===== config.mk =====
export PLATFORM = sky130hd
export DESIGN_NAME = frr_queue
export DESIGN_NICKNAME = d
export VERILOG_FILES = /design/src/design/frr_pkg.sv /design/src/design/frr_queue.sv
export SDC_FILE = /design/constraint.sdc
export NUM_CORES = 1
export LEC_CHECK = 0
export ABC_AREA = 1
export BUFFER_PORTS_ARGS = -buffer_cell sky130_fd_sc_hd__buf_2
export CAP_MARGIN = 20
export CORE_MARGIN = 4
export CORE_UTILIZATION = 52
export CTS_CLUSTER_DIAMETER = 40
export CTS_CLUSTER_SIZE = 8
export DETAILED_ROUTE_END_ITERATION = 8
export PLACE_DENSITY = 0.75
export SLEW_MARGIN = 20
export SYNTH_ARGS = -nofsm -noshare
export SYNTH_HDL_FRONTEND = slang
export SYNTH_SLANG_ARGS = --single-unit
export TNS_END_PERCENT = 100

===== constraint.sdc =====
create_clock -name aclk -period 5.1 [get_ports aclk]
set_input_delay 0 -clock aclk [delete_from_list [all_inputs] [get_ports aclk]]
set_output_delay 0 -clock aclk [all_outputs]
set_load 0.1 [all_outputs]

===== src/design/frr_pkg.sv =====
`default_nettype none
// ============================================================================
// frr_pkg - shared types and constants for the Fresnel reflect/refract block
// Fixed-point formats, case codes, pipeline depths and the item passed from
// the classify front end to the evaluation back end.
// ============================================================================
package frr_pkg;

    localparam int FRAC_BITS   = 14;
    localparam int IN_W        = 16;
    localparam int ETA_W       = 15;
    localparam int COEF_W      = 16;
    localparam int VEC_W       = 18;
    localparam int CASE_W      = 2;
    localparam int DOT_W       = 2 * IN_W + 2;
    localparam int Q30_W       = 31;

    localparam int S_TDATA_W   = 112;
    localparam int M_TDATA_W   = 144;

    localparam int SQRT_LAT    = 32;
    localparam int DIV_LAT     = 31;
    localparam int QUEUE_DEPTH = 4;
    localparam int QPTR_W      = $clog2(QUEUE_DEPTH);
    localparam int QCNT_W      = $clog2(QUEUE_DEPTH + 1);

    // shift amounts between the product scales and the internal formats
    localparam int CSHIFT  = 30 - 2 * FRAC_BITS;
    localparam int ED30_SH = 2 * FRAC_BITS - 18;
    localparam int ED16_SH = 2 * FRAC_BITS - 4;
    localparam int MIR_SH  = 2 * FRAC_BITS - 1;

    localparam logic [63:0] ONE30    = 64'd1 << 30;
    localparam logic [63:0] ONE32    = 64'd1 << 32;
    localparam logic [63:0] ONE60    = 64'd1 << 60;
    localparam logic [63:0] ETA_ONE  = 64'd4096;
    localparam logic [15:0] COEF_ONE = 16'd32768;
    localparam logic [15:0] TOL_RESET = 16'd168;

    localparam logic [CASE_W-1:0] CASE_GENERAL = 2'd0;
    localparam logic [CASE_W-1:0] CASE_NORMAL  = 2'd1;
    localparam logic [CASE_W-1:0] CASE_GRAZING = 2'd2;
    localparam logic [CASE_W-1:0] CASE_TIR     = 2'd3;

    // classified item, front end to back end
    typedef struct packed {
        logic [2:0][IN_W-1:0] iv;
        logic [2:0][IN_W-1:0] nv;
        logic [ETA_W-1:0]     eta;
        logic [DOT_W-1:0]     dot;
        logic [Q30_W-1:0]     c;
        logic [Q30_W-1:0]     s;
        logic [CASE_W-1:0]    kase;
    } fb_t;

    // clamp to the signed 18-bit vector range
    function automatic logic [VEC_W-1:0] sat18(input logic signed [63:0] v);
        logic [VEC_W-1:0] r;
        if (v > 64'sd131071) begin
            r = 18'h1FFFF;
        end else if (v < -64'sd131072) begin
            r = 18'h20000;
        end else begin
            r = v[VEC_W-1:0];
        end
        return r;
    endfunction

endpackage
`default_nettype wire


===== src/design/frr_queue.sv =====
`default_nettype none
// ============================================================================
// frr_queue - short item queue between front end and back end
// Lets either side stall without holding up the other.
// ============================================================================
module frr_queue
    import frr_pkg::*;
(
    input  wire logic aclk,
    input  wire logic aresetn,
    input  wire logic push,
    input  wire fb_t  wr_item,
    output logic      full,
    input  wire logic pop,
    output fb_t       rd_item,
    output logic      empty
);

    fb_t              mem [0:QUEUE_DEPTH-1];
    logic [QPTR_W-1:0] wr_ptr_reg, rd_ptr_reg;
    logic [QCNT_W-1:0] cnt_reg;

    assign full    = (cnt_reg == QCNT_W'(QUEUE_DEPTH));
    assign empty   = (cnt_reg == '0);
    assign rd_item = mem[rd_ptr_reg];

    always_ff @(posedge aclk) begin
        if (push) begin
            mem[wr_ptr_reg] <= wr_item;
        end
    end

    always_ff @(posedge aclk) begin
        if (!aresetn) begin
            wr_ptr_reg <= '0;
            rd_ptr_reg <= '0;
            cnt_reg    <= '0;
        end else begin
            if (push) begin
                wr_ptr_reg <= QPTR_W'(wr_ptr_reg + 1'b1);
            end
            if (pop) begin
                rd_ptr_reg <= QPTR_W'(rd_ptr_reg + 1'b1);
            end
            if (push && !pop) begin
                cnt_reg <= QCNT_W'(cnt_reg + 1'b1);
            end else if (pop && !push) begin
                cnt_reg <= QCNT_W'(cnt_reg - 1'b1);
            end
        end
    end

    a_no_overflow: assert property (@(posedge aclk) disable iff (!aresetn)
        !(push && full)) else $error("queue written while full");

    a_no_underflow: assert property (@(posedge aclk) disable iff (!aresetn)
        !(pop && empty)) else $error("queue read while empty");

    a_count_tracks_ptrs: assert property (@(posedge aclk) disable iff (!aresetn)
        (cnt_reg == QCNT_W'(QUEUE_DEPTH))
        || (cnt_reg == QCNT_W'(QPTR_W'(wr_ptr_reg - rd_ptr_reg))))
        else $error("queue count disagrees with pointers");

endmodule
`default_nettype wire


Yosys cells after proc, flatten, opt, wreduce, memory -nomap -nowiden
Memories as Yosys holds them, arrays and structs flattened. A register that Yosys moved wholly into a read port is not among the register bits.
Index checks and enable logic that the tools add are counted.
Storage, ports and cells
  bits in registers: 7
  bits in writable memories: 836
  output and inout bits: 211
  logic and storage cells: 21
  memories: 1
Operators by class
  $add $sub $neg: 4
  eq/ne operators: 1
  mux-type cells: 6
  reduce and logical (&&, ||, !) cells: 6
Memories
  mem: words 4, width 209, read ports 1, clocked after Yosys merged registers in 1, wr ports 1, line frr_queue.sv:19  | fb_t mem [0:QUEUE_DEPTH-1];
Operators with widths (count)
  two-way mux 3 bit: 2
  adder 2 x 1 -> 2 bit, second input constant: 2
  two-way mux 2 bit: 2
  adder 3 x 1 -> 3 bit, second input constant: 1
  == test 3 bit, second input constant: 1
  logical NOT 3 bit: 1
  subtractor 3 x 1 -> 3 bit, second input constant: 1
  logical AND 1 bit: 2
  logical NOT 1 bit: 2
  two-way mux 1 bit: 2
  nonzero test 2 bit: 1

Longest topological paths before layout
  word-level depth: 4
  mapped depth: 10
  mapped depth without buffers: 10

Least setup slack after synthesis
OpenSTA, ideal clock, no wires.
  kind: register to register
  start point: register wr_ptr_reg[0]
  end point: memory mem[2][0] (netlist name) (enable)
  data arrival time: 4599 ps
  required time: 4539 ps
  path slack: -60 ps
  stages on the path, launching flop included: 5
  buffers on the path: 0
  clock period less this slack: 5160 ps
  cells stage by stage: dfxtp_1 > inv_1 > ha_1 > nand2_1 > inv_1
RTL lines
  start: declaration: line frr_queue.sv:20  | logic [QPTR_W-1:0] wr_ptr_reg, rd_ptr_reg;
  start signal: assignment: line frr_queue.sv:40  | wr_ptr_reg <= QPTR_W'(wr_ptr_reg + 1'b1);
  end: declaration: line frr_queue.sv:19
Straight into the memory's write port.

==> results.sh <==
export IMPL_rsz0062_at_grt="false"
export IMPL_final_layout_size_suffix_gt1_share_pct=21.2
export IMPL_period_minus_slack_ns=3.72
export IMPL_htreeDepth=3
export IMPL_yosysWarningCount=0
export IMPL_grt_pass1_wl_um=116000
export IMPL_max_stage_delay_ns=0.91
export IMPL_cts_root_buf="clkbuf_16"
export IMPL_clk_latency_ns=0.65
export IMPL_grt_ovfl_total=0
export IMPL_wl_per_cell_um=21.7
export IMPL_place_area_sq_um=33900
export IMPL_synthesis_area_sq_um=31200
export IMPL_yosys_cell_types_count=19
export IMPL_yosys_top_cells_count="edfxtp_1, o21ai_0, nor2_1, o22ai_1, clkbuf_1"
export IMPL_whs_ns=0.0962
export IMPL_dp_slack_ns=2.14
export IMPL_ant_nets=0
export IMPL_cts_buffer_depth=3
export IMPL_yosysTopAreaCell="edfxtp_1"
export IMPL_hold_violations=0
export IMPL_fin_crit_sh_pct=72.9
export IMPL_seq_area_frac_synth_pct=81.0
export IMPL_use_met2_pct=40.3
export IMPL_setup_tns_ns=0
export IMPL_path_class="reg -> out"
export IMPL_grt_antenna_before_repair=11
export IMPL_drc_errors=0
export IMPL_final_max_slew_viol_count=0
export IMPL_grt_usage_pct=23.3
export IMPL_io_buffers=423
export IMPL_drtIter0Drc=1846
export IMPL_cp_arrival_ns=3.72
export IMPL_gp_congestion=0.805
export IMPL_cts_tree="done"
export IMPL_synthFlopType="edfxtp_1"
export IMPL_vdd_drop_max_mv=0.340
export IMPL_synth_area_leaders="edfxtp_1, o21ai_0, nor2_1"
export IMPL_dr_pass1_iters=7
export IMPL_post_dp_hpwl_um=40000
export IMPL_cts_clk_slew_worst_paths_ns=0.05
export IMPL_syn_inst=2079
export IMPL_async_flop_share_pct=0
export IMPL_synth_edff_count=836
export IMPL_grt_pass1_vias=21200
export IMPL_critical_path_top_delay_family="buffers and inverters"
export IMPL_cellPowerDensity_nw_per_um2=461
export IMPL_postCtsSetupBuffers=0
export IMPL_ios=424
export IMPL_endpoint_kind="output port"
export IMPL_die_w_um=253
export IMPL_slew_headroom_pct=12.0
export IMPL_cts_sinks=845
export IMPL_max_freq_mhz=269
export IMPL_setup_violations=0
export IMPL_path_buf_inv=2
export IMPL_fin_skew_ns=0.0188
export IMPL_cellLeakagePower_uw=0.0139
export IMPL_wirelength_um=77000
export IMPL_cts_buffers=121
export IMPL_fin_util_pct=66.6
export IMPL_critPathMaxFanout=222
export IMPL_hold_class="in -> reg"
export IMPL_rows=89
export IMPL_setup_slack_ns=1.38
export IMPL_ys_seq_elements=845
export IMPL_die_area_sq_um=64000
export IMPL_critPathLaunchType="register"
export IMPL_die_y_um=253
export IMPL_cap_violations=0
export IMPL_cp_slowest_cell="dfxtp_4"
export IMPL_grt_max_degree=223
export IMPL_met1_usage_pct=28.1
export IMPL_grt_use_met3_pct=6.95
export IMPL_viasPerCell=5.71
export IMPL_syn_to_final_growth_pct=26.4
export IMPL_synth_nets=2298
export IMPL_top_usage_layer="met2"
export IMPL_path_cells="buf_12, o21ai_0, o22ai_1, buf_2"
export IMPL_syn_area_per_cell_sq_um=15.0
export IMPL_yosysMostFrequentCell="edfxtp_1"
export IMPL_layout_nets=2942
export IMPL_post_cts_resized=0
export IMPL_routed_via_count=20300
export IMPL_placeableCoreArea_sq_um=59200
export IMPL_floorplan_initialDensity_pct=52.7
export IMPL_largest_register_ffs=836
export IMPL_status="completed"
export IMPL_max_slew_worst_pin_slew_ns=1.32
export IMPL_stdcell_area_sq_um=39500
export IMPL_required_ns=5.10
export IMPL_synth_top_area_share_pct=80.4
logic make-up (layout without fill, tap and decap cells):
group / count (synthesis) / after routing / synth area share [%]
and+or+nand+nor: 436 / 436 / 5.26
AOI/OAI and AO/OA: 637 / 637 / 11.0
other: 0 / 12 / 0
adders and majority gates: 6 / 6 / 0.264
buffers and inverters: 155 / 838 / 2.47
DFF: 845 / 845 / 81.0
routing by layer:
layer | up-vias | wire (um)
met4 | 4 | 1870
li1 | 9160 | -
met3 | 126 | 7180
met2 | 864 | 39200
met5 | - | 15
met1 | 10100 | 28800
through the flow:
| step | power, uW | cells |
|---|---|---|
| floorplan | 10500 | 2079 |
| global placement | 11100 | 3157 |
| detailed placement | 11100 | 3157 |
| CTS | 18200 | 3534 |
| global route | 18700 | 3542 |
| finish | 18200 | 3547 |
layout make-up:
type                       instances  area, sq um
sequential                       845        25300
fill                            3855        19800
multi-input combinational       1079         5170
timing repair buffer             659         4560
clock buffer                     143         3150
tap                              773          967
clock inverter                    19          188
inverter                          17         95.1
antenna                           12         30.0
report_power, final:
| group | switching, uW | internal (uW) |
|---|---|---|
| clock network | 2660 | 4360 |
| registers | 88.9 | 7970 |
| logic | 2590 | 530 |
| total | 5340 | 12900 |
worst reg2reg max path, stage by stage (launching register included):
cell and delay, ns:
dfxtp_1 0.35, fa_1 0.45, inv_1 0.06, nand2_1 0.06, nand4_1 0.09, nand2_1 0.05, dlygate4sd3_1 0.55, nor2_1 0.09
dlygate4sd3_1 0.56
repair_timing:
action,in CTS,in global routing
hold buffers,215,0
hold endpoints to repair,845,0
setup endpoints to repair,0,0
worst paths after layout:
path	startpoint	end	slack, ns	cells after the start
hold reg to reg	rd_ptr_reg[1]	register	0.44	1
hold / removal	wr_item[79]	mem[2][79]	0.1	2
setup / recovery	register	rd_item[123]	1.38	4
setup reg to reg	cnt_reg[0]	cnt_reg[2]	2.77	8
layout by cell type (no fill, tap or decap), types with 2 or more instances in the layout:
master / instances
a21oi_1: 4
buf_12: 9
buf_2: 423
buf_4: 10
bufinv_16: 2
clkbuf_1: 20
clkbuf_16: 123
clkinv_1: 8
clkinv_2: 2
clkinv_4: 2
clkinv_8: 2
clkinvlp_4: 3
dfxtp_1: 7
dfxtp_4: 2
diode_2: 12
dlygate4sd3_1: 215
edfxtp_1: 836
ha_1: 5
inv_1: 11
inv_6: 3
inv_8: 2
nand2_1: 9
nor2_1: 423
nor3_1: 2
o21ai_0: 424
o22ai_1: 209
Power figures use the tool's default switching activity.
